--- src/design/bfpu_pkg.sv ---
`default_nettype none

package bfpu_pkg;

  // Store geometry
  localparam int unsigned STORE_BYTES = 4096;
  localparam int unsigned TOTAL_BITS  = 8 * STORE_BYTES;
  localparam int unsigned ADDR_W      = $clog2(STORE_BYTES);
  localparam int unsigned POS_W       = ADDR_W + 3;
  // start + count must fit, and so must the store size in bits
  localparam int unsigned SUM_W       = (POS_W + 1 > 16) ? POS_W + 1 : 16;

  // Fixed field widths
  localparam int unsigned START_W = 15;
  localparam int unsigned COUNT_W = 7;
  localparam int unsigned VALUE_W = 64;

  localparam logic [COUNT_W-1:0] MAX_FIELD_BITS = COUNT_W'(64);

  typedef enum logic {
    KIND_PACK   = 1'b0,
    KIND_UNPACK = 1'b1
  } kind_e;

  typedef enum logic [2:0] {
    ST_CLEAR,
    ST_IDLE,
    ST_READ,
    ST_LOAD,
    ST_BIT,
    ST_WRITE,
    ST_DONE
  } state_e;

  typedef struct packed {
    kind_e                kind;
    logic [START_W-1:0]   bit_start;
    logic [COUNT_W-1:0]   bit_count;
    logic [VALUE_W-1:0]   write_value;
  } in_t;

  typedef struct packed {
    logic [VALUE_W-1:0]   read_value;
    logic                 range_error;
  } out_t;

endpackage

`default_nettype wire

--- src/design/bfpu_engine.sv ---
`default_nettype none

// Bit-serial field engine: clears the store after reset, then walks each
// field one bit per cycle between byte reads; pack writes each byte back.
module bfpu_engine (
  input  wire logic                         clk_i,
  input  wire logic                         rst_ni,
  input  wire logic                         in_valid_i,
  output logic                              in_ready_o,
  input  wire bfpu_pkg::in_t                in_word_i,
  output logic                              res_valid_o,
  input  wire logic                         res_ready_i,
  output bfpu_pkg::out_t                    res_word_o,
  output logic                              ram_we_o,
  output logic [bfpu_pkg::ADDR_W-1:0]       ram_waddr_o,
  output logic [7:0]                        ram_wdata_o,
  output logic [bfpu_pkg::ADDR_W-1:0]       ram_raddr_o,
  input  wire logic [7:0]                   ram_rdata_i
);
  import bfpu_pkg::*;

  state_e               state_q, state_d;
  logic [POS_W-1:0]     pos_q, pos_d;
  logic [ADDR_W-1:0]    addr_q, addr_d;
  logic [ADDR_W-1:0]    clr_q, clr_d;
  logic [COUNT_W-1:0]   left_q, left_d;
  logic [VALUE_W-1:0]   sr_q, sr_d;
  logic [7:0]           byte_q, byte_d;
  kind_e                kind_q, kind_d;
  logic                 err_q, err_d;

  logic [SUM_W-1:0]     end_sum;
  logic                 overlong;
  logic                 past_end;
  logic                 no_op;
  logic [2:0]           bit_sel;
  logic                 byte_edge;

  // Range check on the incoming word
  assign end_sum  = SUM_W'(in_word_i.bit_start) + SUM_W'(in_word_i.bit_count);
  assign overlong = in_word_i.bit_count > MAX_FIELD_BITS;
  assign past_end = !overlong && (end_sum > SUM_W'(TOTAL_BITS));
  assign no_op    = overlong || past_end || (in_word_i.bit_count == '0);

  // MSB-first: bit position p lives at byte bit 7 - p[2:0]
  assign bit_sel   = ~pos_q[2:0];
  // pack walks downward, unpack upward
  assign byte_edge = (kind_q == KIND_PACK) ? (pos_q[2:0] == 3'd0) : (pos_q[2:0] == 3'd7);

  always_comb begin
    state_d     = state_q;
    pos_d       = pos_q;
    addr_d      = addr_q;
    clr_d       = clr_q;
    left_d      = left_q;
    sr_d        = sr_q;
    byte_d      = byte_q;
    kind_d      = kind_q;
    err_d       = err_q;
    in_ready_o  = 1'b0;
    res_valid_o = 1'b0;
    ram_we_o    = 1'b0;
    ram_waddr_o = addr_q;
    ram_wdata_o = byte_q;
    ram_raddr_o = pos_q[POS_W-1:3];

    case (state_q)
      ST_CLEAR: begin
        ram_we_o    = 1'b1;
        ram_waddr_o = clr_q;
        ram_wdata_o = '0;
        clr_d       = clr_q + 1'b1;
        if (clr_q == ADDR_W'(STORE_BYTES - 1)) begin
          state_d = ST_IDLE;
        end
      end

      ST_IDLE: begin
        in_ready_o = 1'b1;
        if (in_valid_i) begin
          kind_d = in_word_i.kind;
          err_d  = past_end;
          left_d = in_word_i.bit_count;
          if (no_op) begin
            sr_d    = '0;
            state_d = ST_DONE;
          end else if (in_word_i.kind == KIND_PACK) begin
            sr_d    = in_word_i.write_value;
            pos_d   = POS_W'(end_sum - SUM_W'(1));
            state_d = ST_READ;
          end else begin
            sr_d    = '0;
            pos_d   = POS_W'(in_word_i.bit_start);
            state_d = ST_READ;
          end
        end
      end

      ST_READ: begin
        addr_d  = pos_q[POS_W-1:3];
        state_d = ST_LOAD;
      end

      ST_LOAD: begin
        byte_d  = ram_rdata_i;
        state_d = ST_BIT;
      end

      ST_BIT: begin
        left_d = left_q - 1'b1;
        if (kind_q == KIND_PACK) begin
          byte_d          = byte_q;
          byte_d[bit_sel] = sr_q[0];
          sr_d            = {1'b0, sr_q[VALUE_W-1:1]};
          pos_d           = pos_q - 1'b1;
        end else begin
          sr_d  = {sr_q[VALUE_W-2:0], byte_q[bit_sel]};
          pos_d = pos_q + 1'b1;
        end
        if (left_q == COUNT_W'(1) || byte_edge) begin
          if (kind_q == KIND_PACK) begin
            state_d = ST_WRITE;
          end else if (left_q == COUNT_W'(1)) begin
            state_d = ST_DONE;
          end else begin
            state_d = ST_READ;
          end
        end
      end

      ST_WRITE: begin
        ram_we_o = 1'b1;
        state_d  = (left_q == '0) ? ST_DONE : ST_READ;
      end

      ST_DONE: begin
        res_valid_o = 1'b1;
        if (res_ready_i) begin
          state_d = ST_IDLE;
        end
      end

      default: begin
        state_d = ST_IDLE;
      end
    endcase
  end

  assign res_word_o.read_value  = (kind_q == KIND_UNPACK) ? sr_q : '0;
  assign res_word_o.range_error = err_q;

  always_ff @(posedge clk_i or negedge rst_ni) begin
    if (!rst_ni) begin
      state_q <= ST_CLEAR;
      clr_q   <= '0;
    end else begin
      state_q <= state_d;
      clr_q   <= clr_d;
    end
  end

  always_ff @(posedge clk_i) begin
    pos_q  <= pos_d;
    addr_q <= addr_d;
    left_q <= left_d;
    sr_q   <= sr_d;
    byte_q <= byte_d;
    kind_q <= kind_d;
    err_q  <= err_d;
  end

endmodule

`default_nettype wire

--- config.mk ---
export PLATFORM = sky130hd
export DESIGN_NAME = bfpu_engine
export DESIGN_NICKNAME = d
export VERILOG_FILES = /design/src/design/bfpu_pkg.sv /design/src/design/bfpu_engine.sv
export SDC_FILE = /design/constraint.sdc
export NUM_CORES = 1
export LEC_CHECK = 0
export BUFFER_PORTS_ARGS = -buffer_cell sky130_fd_sc_hd__buf_2
export CAP_MARGIN = 20
export CORE_MARGIN = 3
export CORE_UTILIZATION = 55
export DETAILED_ROUTE_END_ITERATION = 10
export MAX_ROUTING_LAYER = met4
export PLACE_DENSITY = 0.81
export SKIP_LAST_GASP = 1
export SLEW_MARGIN = 40
export SYNTH_ARGS = -nofsm -noshare
export SYNTH_HDL_FRONTEND = slang
export SYNTH_SLANG_ARGS = --single-unit
--- constraint.sdc ---
create_clock -name clk_i -period 4.5 [get_ports clk_i]
set_clock_uncertainty 0.2 [all_clocks]
set_input_delay 0.45 -clock clk_i [delete_from_list [all_inputs] [get_ports clk_i]]
set_output_delay 0.45 -clock clk_i [all_outputs]
set_load 0.05 [all_outputs]
==> flow_summary.toml <==
[outcome]
status = "finished, final reports clean"

[worst_setup_path]
critPathBufInv = 2
cp-end-kind = "flop"
crit_required_ps = 4590
crit_path_max_incr_delay_ps = 490
cp_top_family = "compound AO/OA/AOI/OAI gates"
path_class = "in -> reg"
crit_path_start_kind = "input pin"
path_cells = "buf_2, ha_1, fa_1, a211oi_2, o21a_2, o2111a_1, mux2i_1, nor3_2, a41o_1, nor4b_4, buf_12, a22o_1"
cp_max_fo = 37
arrival_ps = 3780
slowest_stage = "fa_1"

[flow_run]
drv_cap = 0

[clock_tree]
cts_tree = "yes"
clkTransAtPathRegs_ps = 60
cts_made_buffers = 17
cts_setup_buffers = 0
h-tree-depth = 4
cts.sinks = 123
insertion_delay_ps = 420
cts_buffer_depth = 2
root_buffer = "clkbuf_16"
cts-resized-gates = 0

[power_and_ir_drop]
finalPower_mw = 6.65
power_per_cell_area_nw_per_um2 = 644
ir_drop_uv = 433
p_leak_nw = 4.07

[sta]
finalMaxSlewViolations = 0
worstMarginPinSlew_ps = 790
setup_tns_ps = 0
period_share = 0.820
max_freq_ghz = 0.271
rsz0062_at_grt = "no"
relSlewSlack = 0.473
final_critical_path_setup_slack_ps = 812
period_minus_slack_ps = 3690
hold_viol = 0
setup_viol = 0

[synthesis]
synth_nets = 933
yosysWarnings = 0
ys_top_cells_by_count = "108 x edfxtp_1, 86 x a21oi_1, 65 x and2_1"
synth_cell_type_count = 86
synth_top_area_frac = 0.371
synth.avg_cell_area_um2 = 10.8
ys_seq_elements = 123
netlist_instances = 807
synth_most_common_cell = "edfxtp_1"
netlist_area_um2 = 8740
synth_area_leaders = "edfxtp_1 37%, o2bb2ai_2 10%, a21oi_1 4.9%"
async_reset_ff_frac = 0.122
synth_flop_cell = "edfxtp_1"
synth-edff-count = 108
synth_area_leader_cell = "edfxtp_1"
ys_seq_area_frac = 0.414

[route]
vias = 6933
antenna_left = 0
wl_mm = 21.5
drc = 0
drtPass1Iterations = 5
via_per_inst = 5.81
wire_per_inst_um = 18.0
drtIter0Drc = 447

[placed_design]
port_buffers = 198
dp.cells = 1160
dp_hpwl_mm = 15.3
pre_cts_ws_ps = 398
dpl_cell_area_um2 = 9700
gp_congestion = 0.882

[floorplan]
pin_count = 199
die_width_um = 132
die_height_um = 132
initial_core_util = 0.569
coreArea_um2 = 15400
rows = 45
dieArea_um2 = 17400

[global_routing]
grt_max_degree = 72
grt_usage = 0.249
grt_first_pass_wirelength_mm = 34.2
grt_overflow = 0
grt_pass1_vias = 6539
antenna_found_initial = 0

[worst_hold_path]
hp-class = "in -> reg"

[layout]
drive_above_1_share = 0.348
layout.nets = 1095
fin_cells = 1193
area_delta_synth_final_pct = 18.1
fin_area_um2 = 10300
antenna_cells = 0
[worst paths after layout]
check | from | to | slack, ps | depth (start not counted)
worst min-delay path | in_word_i[60] | sr_q[60]$_DFFE_PP_ | 100 | 2
min in group asynchronous | rst_ni | clr_q[9]$_DFFE_PN0P_ | 300 | 2
worst max-delay path | in_word_i[64] | sr_q[0]$_DFFE_PP_ | 810 | 12
max in group asynchronous | rst_ni | clr_q[10]$_DFFE_PN0P_ | 3530 | 2
worst max register to register | kind_q$_DFFE_PP_ | pos_q[13]$_DFFE_PP_ | 880 | 10
worst min register to register | pos_q[4]$_DFFE_PP_ | addr_q[1]$_DFFE_PP_ | 280 | 0
[flip-flops by register name, summed over array words and instances, names as in the netlist]
| signal | count |
|---|---|
| sr_q | 64 |
| pos_q | 15 |
| addr_q | 12 |
| clr_q | 12 |
| byte_q | 8 |
| left_q | 7 |
| state_q | 3 |
| err_q | 1 |
| kind_q | 1 |
[through the flow]
step | hold WS, ps | utilization
2_1_floorplan | -45.6 | -
3_3_place_gp | 186 | 0.630
3_5_place_dp | 188 | 0.631
4_1_cts | 94.6 | 0.671
5_1_grt | 97.0 | 0.672
6_report | 104 | 0.672
[power breakdown]
| part | switching [mW] | internal, mW |
|---|---|---|
| sequential | 0.269 | 1.77 |
| clock | 0.504 | 0.920 |
| combinational | 2.24 | 0.943 |
[logic make-up (layout without fill, tap and decap cells)]
family,count (synthesis),after routing,share of synthesized area
AO/OA/AOI/OAI,257,257,0.252
buffers and inverters,77,252,0.0538
AND/OR/NAND/NOR,254,254,0.162
multiplexers,23,23,0.0311
XOR/XNOR,46,46,0.0470
adder cells (fa/ha/maj),27,27,0.0404
flip-flops,123,123,0.414
[routing by layer]
layer	global-route usage	share of wire
met1	0.324	0.43
met2	0.388	0.48
met3	0.0565	0.072
met4	0.0823	0.025
met5	-	0
[layout by cell type, fill, tap and decap left out, drive strengths merged, types with 9 or more instances in the layout]
cell,n
buf,207
edfxtp,108
a21oi,86
and2,66
o2bb2ai,62
nor2,49
nand2,38
o21ai,30
nor3,28
xnor2,27
ha,25
xor2,19
clkbuf,19
dfrtp,15
a211oi,14
mux2,13
nor2b,11
o31ai,11
inv,11
or3,11
a21o,9
[layout make-up]
| cell class | count | area (um2) |
|---|---|---|
| inverters | 12 | 46.3 |
| fillers | 1185 | 5050 |
| clock buffers | 19 | 433 |
| well taps | 211 | 264 |
| repair buffers | 208 | 1090 |
| flip-flops and latches | 123 | 3620 |
| multi-input cells | 607 | 4690 |
| clock inverters | 13 | 174 |
[repair_timing]
| item | 4_1_cts | 5_1_grt |
|---|---|---|
| hold buffers | 1 | 0 |
| hold endpoints to repair | 15 | 0 |
| endpoints found under the setup margin | 0 | 0 |
[worst reg2reg max path, stage by stage, from the launching register on]
cell      delay, ps
edfxtp_1        360
clkinv_2        540
ha_1            640
o21ai_0         110
nor2_1          190
o221ai_1        190
a211o_1         320
o21a_1          220
o21ai_0         220
xor2_1           90
mux2_2          270
(Power assumes the default switching activity.)
