### config.mk
export PLATFORM = sky130hd
export DESIGN_NAME = bfpu_out_reg
export DESIGN_NICKNAME = d
export VERILOG_FILES = /design/src/design/bfpu_pkg.sv /design/src/design/bfpu_out_reg.sv
export SDC_FILE = /design/constraint.sdc
export NUM_CORES = 1
export LEC_CHECK = 0
export BUFFER_PORTS_ARGS = -buffer_cell sky130_fd_sc_hd__buf_4
export CAP_MARGIN = 20
export CORE_ASPECT_RATIO = 0.5
export CORE_MARGIN = 2
export CORE_UTILIZATION = 40
export DETAILED_ROUTE_END_ITERATION = 8
export PLACE_DENSITY_LB_ADDON = 0.05
export SLEW_MARGIN = 10
export SYNTH_ARGS = -nofsm -noshare
export SYNTH_HDL_FRONTEND = slang
export SYNTH_SLANG_ARGS = --single-unit
export TNS_END_PERCENT = 20
### constraint.sdc
create_clock -name clk_i -period 3.1 [get_ports clk_i]
set_input_delay 0 -clock clk_i [delete_from_list [all_inputs] [get_ports clk_i]]
set_output_delay 0 -clock clk_i [all_outputs]
set_load 0.01 [all_outputs]
### src/design/bfpu_pkg.sv
`default_nettype none

package bfpu_pkg;

  // Store geometry
  localparam int unsigned STORE_BYTES = 4096;
  localparam int unsigned TOTAL_BITS  = 8 * STORE_BYTES;
  localparam int unsigned ADDR_W      = $clog2(STORE_BYTES);
  localparam int unsigned POS_W       = ADDR_W + 3;
  // start + count must fit, and so must the store size in bits
  localparam int unsigned SUM_W       = (POS_W + 1 > 16) ? POS_W + 1 : 16;

  // Fixed field widths
  localparam int unsigned START_W = 15;
  localparam int unsigned COUNT_W = 7;
  localparam int unsigned VALUE_W = 64;

  localparam logic [COUNT_W-1:0] MAX_FIELD_BITS = COUNT_W'(64);

  typedef enum logic {
    KIND_PACK   = 1'b0,
    KIND_UNPACK = 1'b1
  } kind_e;

  typedef enum logic [2:0] {
    ST_CLEAR,
    ST_IDLE,
    ST_READ,
    ST_LOAD,
    ST_BIT,
    ST_WRITE,
    ST_DONE
  } state_e;

  typedef struct packed {
    kind_e                kind;
    logic [START_W-1:0]   bit_start;
    logic [COUNT_W-1:0]   bit_count;
    logic [VALUE_W-1:0]   write_value;
  } in_t;

  typedef struct packed {
    logic [VALUE_W-1:0]   read_value;
    logic                 range_error;
  } out_t;

endpackage

`default_nettype wire

### src/design/bfpu_out_reg.sv
`default_nettype none

// One-entry output register between the engine and the output channel.
module bfpu_out_reg (
  input  wire logic           clk_i,
  input  wire logic           rst_ni,
  input  wire logic           res_valid_i,
  output logic                res_ready_o,
  input  wire bfpu_pkg::out_t res_word_i,
  output logic                out_valid_o,
  input  wire logic           out_ready_i,
  output bfpu_pkg::out_t      out_word_o
);
  import bfpu_pkg::*;

  logic valid_q, valid_d;
  out_t word_q;

  assign res_ready_o = !valid_q || out_ready_i;

  always_comb begin
    valid_d = valid_q;
    if (res_valid_i && res_ready_o) begin
      valid_d = 1'b1;
    end else if (out_ready_i) begin
      valid_d = 1'b0;
    end
  end

  always_ff @(posedge clk_i or negedge rst_ni) begin
    if (!rst_ni) begin
      valid_q <= 1'b0;
    end else begin
      valid_q <= valid_d;
    end
  end

  always_ff @(posedge clk_i) begin
    if (res_valid_i && res_ready_o) begin
      word_q <= res_word_i;
    end
  end

  assign out_valid_o = valid_q;
  assign out_word_o  = word_q;

endmodule

`default_nettype wire

==> results of run 1 <==
final cells by class:
| cell class | instances | area [um2] |
|---|---|---|
| timing repair buffer | 204 | 1700 |
| sequential | 66 | 1980 |
| tap | 70 | 87.6 |
| multi-input combinational | 3 | 28.8 |
| clock buffer | 9 | 124 |
| clock inverter | 7 | 60.1 |
| fill | 254 | 906 |
registers in the layout, indices dropped and copies added (netlist names):
signal / flops
out_valid_o: 1
out_word_o: 65
tightest hold or removal path, stage by stage:
cell and delay [ns]:
buf_4 0.08, nand2b_4 0.11, buf_4 0.11
worst max path at each step:
stage / end / startpoint
after CTS: out_word_o[2] / out_valid_o
after global routing: out_word_o[2] / out_valid_o
after global placement: out_word_o[10] / out_valid_o
final: out_word_o[31] / out_valid_o
after detailed placement: out_word_o[62] / out_valid_o
after floorplan: out_word_o[0] / out_valid_o
metrics by stage:
stage | instances | power, W
2_1_floorplan | 69 | 0.00112
3_3_place_gp | 274 | 0.00126
3_5_place_dp | 274 | 0.00126
4_1_cts | 359 | 0.00199
5_1_grt | 359 | 0.00205
6_report | 359 | 0.00198
cells by family (layout without fill, tap and decap cells):
family | Yosys count | count (layout) | synth area share
and+or+nand+nor | 3 | 3 | 0.0143
buffers and inverters | 0 | 220 | 0
DFF | 66 | 66 | 0.986
power groups by stage:
stage / Sequential (W) / Combinational, W / Clock (W)
finish: 0.00106 / 0.000259 / 0.000660
global route: 0.00106 / 0.000276 / 0.000716
CTS: 0.00105 / 0.000257 / 0.000677
detailed placement: 0.00107 / 0.000187 / 0
global placement: 0.00107 / 0.000184 / 0
floorplan: 0.00110 / 0.0000194 / 0
synthesized netlist by cell type:
| library cell | number | area share |
|---|---|---|
| nand2b_1 | 1 | 0.0031 |
| and2_4 | 1 | 0.0044 |
| dfrtp_1 | 1 | 0.012 |
| edfxtp_1 | 65 | 0.97 |
| nand2b_4 | 1 | 0.0069 |
per-layer routing:
layer	vias up	track usage	part of all wire
li1	706	-	-
met1	701	0.199	0.37
met2	83	0.343	0.52
met3	4	0.108	0.10
met4	0	0.0811	0.0065
met5	-	0	0
what timing repair did:
item	in CTS	in global routing
hold buffers	69	0
resized for setup	0	0
endpoints found under the hold margin	67	0
setup buffers	0	0
==> qor.yml, run 1 <==
outcome: "completed"
grt_pass1_wl_mm: 7.72
vias_per_cell: 4.16
combPwrFrac: 0.131
diodes: 0
vias: 1494
first_iter_violations: 58
worstHoldStart: "out_ready_i"
die_height_um: 54.1
syn_area_um2: 2010
root_buffer: "clkbuf_8"
path_depth: 2
row_count: 18
setup_violations: 0
hold_slack_ns: 0.302
critical_path.max_stage_delay_ns: 0.70
first_pass_iters: 4
r2r_start: "out_valid_o"
layout-drive-gt1-share: 0.516
fin_tns_setup_ns: 0
cts_buffers: 9
fin_ws_ns: 1.51
p_sw_frac: 0.207
slew_headroom: 0.449
yosysSeqAreaShare: 0.986
critPathRequiredTime_ns: 3.05
yosysWarnings: 0
cts.sinks: 66
p_switching_w: 0.000408
vdd_drop_max_uv: 347
end_kind: "register"
path_buf_inv: 0
nets: 353
p_int_w: 0.00157
cp_slowest_cell: "and2_4"
whs_path_depth: 3
grt_max_degree: 66
syn_inst: 69
synth-seq-cells: 66
fin_area_um2: 3980
final_util: 0.815
rsz0062_at_grt: "false"
wl_per_cell_um: 14.6
arrival_ns: 1.55
gp_congestion: 0.682
coreArea_um2: 4890
cap_violations: 0
start_util: 0.410
final_common_cell: "buf_4"
hold_path.class: "in2out"
powerDensity_nw_per_um2: 496
crit_fanout: 65
cp_cell_sequence: "nand2b_4 > and2_4"
avgSynthCellArea_um2: 29.1
clk_latency_ns: 0.32
clkSlewWorstSetupHoldPaths_ns: 0.07
post-route-min-period_ns: 1.59
fp.dieArea_um2: 5630
cts_tree: "built"
place_ws_ns: 1.51
io-pin-count: 136
synthesis.nets: 138
htreeDepth: 3
syn_to_final_growth_pct: 98.5
drc_errors: 0
hold_violations: 0
hold_end: "res_ready_o"
portBuffers: 135
worstMarginPinSlew_ns: 0.827
grt_pass1_vias: 1545
pwr-share-clk: 0.334
drv_slew: 0
critical_path_class: "reg2reg"
rr_endpoint: "out_word_o[31]"
antenna_found_initial: 0
critPathLaunchType: "register"
p_seq_frac: 0.534
fin_skew_ns: 0.00356
post-dp-hpwl_mm: 2.85
crit_family: "simple AND/OR/NAND/NOR gates"
timing.final.crit_share: 0.514
placed_cell_area_um2: 3110
gr-total-overflow: 0
r2r_slack_ns: 1.51
ant_nets: 0
die_w_um: 104
fmax_ghz: 0.627
clock_path_buffers: 2
reg2reg_depth: 2
synth_cell_types: 5
grtUsageTotal: 0.194
final_cell_mix: "buf_4, dlygate4sd3_1, edfxtp_1, clkbuf_8, clkinv_1"
routed_wl_mm: 5.25
leakagePower_nw: 1.67
Power figures use the tool's default switching activity.
==> run 2: changes to the inputs <==
Clock period 3.1 ns to 1.5 ns, I/O delays scaled along.
==> run 2 against run 1 <==
Net effect:
- worst hold slack improved by 0.016 ns
- sequential power up 110%
- largest power group unchanged
- register-to-register slack worse by 1.2 ns
- via count rose by 2.2%
==> qor.yml, run 2 (synthesized netlist as in run 1, its figures left out) <==
outcome: "completed"
largest_reg_flops: 65  # unchanged
critPathLaunchType: "register"
post-dp-hpwl_mm: 2.91  # +2.1%
postCtsSetupBuffers: 0  # unchanged
routed_wl_mm: 5.27  # +0.42%
syn_to_final_growth_pct: 99.9
critical_path.max_stage_delay_ns: 0.42  # -0.28 ns
worstMarginPinSlew_ns: 0.239  # -0.587 ns
final_cell_mix: "buf_4, dlygate4sd3_1, edfxtp_1, clkbuf_8"
cp_slowest_cell: "dfrtp_1"
antenna_found_initial: 0  # unchanged
wl_per_cell_um: 14.6  # -0.14%
start_util: 0.410  # unchanged
die_w_um: 104  # unchanged
hold_buffers: 69  # unchanged
clkSlewWorstSetupHoldPaths_ns: 0.07  # about the same
fp.dieArea_um2: 5630  # unchanged
leakagePower_nw: 1.68  # +0.96%
ff_latch_area_um2: 1980  # unchanged
rsz0062_at_grt: "false"
drv_slew: 0  # unchanged
setup_violations: 0  # unchanged
multi_input_area_um2: 28.8  # unchanged
cts_buffers: 9  # unchanged
critPathRequiredTime_ns: 1.50  # -1.55 ns
cts.sinks: 66  # unchanged
grt_pass1_vias: 1632  # +5.6%
portBuffers: 135  # unchanged
fin_tns_setup_ns: 0  # unchanged
nets: 355  # +0.57%
vias: 1527  # +2.2%
critical_path_class: "reg2reg"
slew_headroom: 0.840  # +0.391
root_buffer: "clkbuf_8"
gr-total-overflow: 0  # unchanged
grtUsageTotal: 0.192  # -0.00167
arrival_ns: 1.25  # -0.30 ns
gp_congestion: 0.686  # +0.51%
first_iter_violations: 41  # -29%
cts_tree: "built"
grt_max_degree: 46  # -30%
coreArea_um2: 4890  # unchanged
layout-drive-gt1-share: 0.522  # +0.00677
hold_path.class: "in2out"
first_pass_iters: 4  # unchanged
ant_nets: 0  # unchanged
crit_fanout: 20  # -69%
fillCellCount: 235  # -7.5%
clock_path_buffers: 2  # unchanged
final_common_cell: "buf_4"
die_height_um: 54.1  # unchanged
fmax_ghz: 0.805  # +28%
post-route-min-period_ns: 1.24  # -0.351 ns
io-pin-count: 136  # unchanged
timing.final.crit_share: 0.829  # +0.314
end_kind: "register"
htreeDepth: 3  # unchanged
cap_violations: 0  # unchanged
grt_pass1_wl_mm: 7.73  # +0.17%
drc_errors: 0  # unchanged
vdd_drop_max_uv: 728  # +110%
row_count: 18  # unchanged
clk_latency_ns: 0.32  # about the same
hold_violations: 0  # unchanged
powerDensity_nw_per_um2: 1020  # +110%
fin_skew_ns: 0.00624  # +0.00268 ns
diodes: 0  # unchanged
cts_resized: 0  # unchanged
vias_per_cell: 4.23  # +1.6%
cp_cell_sequence: "nand2b_4 > and2_4 > buf_4"
hold_slack_ns: 0.317  # +0.0157 ns
final_util: 0.821  # +0.00589
[run 2: final timing paths]
kind / from / end / slack (ns) / cells after the start
min reg2reg: out_valid_o / out_word_o[37] / 1.02 / 3
max reg2reg: out_valid_o / out_word_o[30] / 0.26 / 3
min in group asynchronous: rst_ni / out_valid_o / 0.53 / 3
min: out_ready_i / res_ready_o / 0.32 / 3
max in group asynchronous: rst_ni / out_valid_o / 0.87 / 3
max: out_valid_o / out_word_o[30] / 0.26 / 3
[run 2: per-stage QoR]
step / instance area [um2] / setup slack, ns / total power [W] / std cells
6_report: 4010 / 0.257 / 0.00410 / 361
5_1_grt: 4010 / 0.204 / 0.00427 / 361
4_1_cts: 4010 / 0.269 / 0.00413 / 361
3_5_place_dp: 3130 / 0.281 / 0.00261 / 276
3_3_place_gp: 3130 / 0.304 / 0.00261 / 276
2_1_floorplan: 2010 / 0.0375 / 0.00231 / 69
[run 2: cell type report]
cell class | count | share of cell area
sequential | 66 | 0.493
clock inverter | 6 | 0.0144
clock buffer | 10 | 0.0318
timing repair buffer | 206 | 0.432
tap | 70 | 0.0218
multi-input combinational | 3 | 0.00718
[run 2: routing by layer]
| metal | GRT usage | up-vias | part of all wire |
|---|---|---|---|
| met5 | 0 | - | 0 |
| met4 | 0.0653 | 0 | 0.0051 |
| met3 | 0.116 | 2 | 0.10 |
| met2 | 0.360 | 86 | 0.54 |
| met1 | 0.183 | 727 | 0.35 |
| li1 | - | 712 | - |
[run 2: report_power, final]
group	switching (W)	internal (W)
Sequential	0.0000314	0.00215
Clock	0.000619	0.000753
Combinational	0.000193	0.000353
Total	0.000843	0.00326
[run 2: worst max-delay path, delay by kind of cell, from the launching register on]
kind | cells | cell delay [ns]
DFF | 1 | 0.42
and+or+nand+nor | 2 | 0.26
buffers and inverters | 1 | 0.25
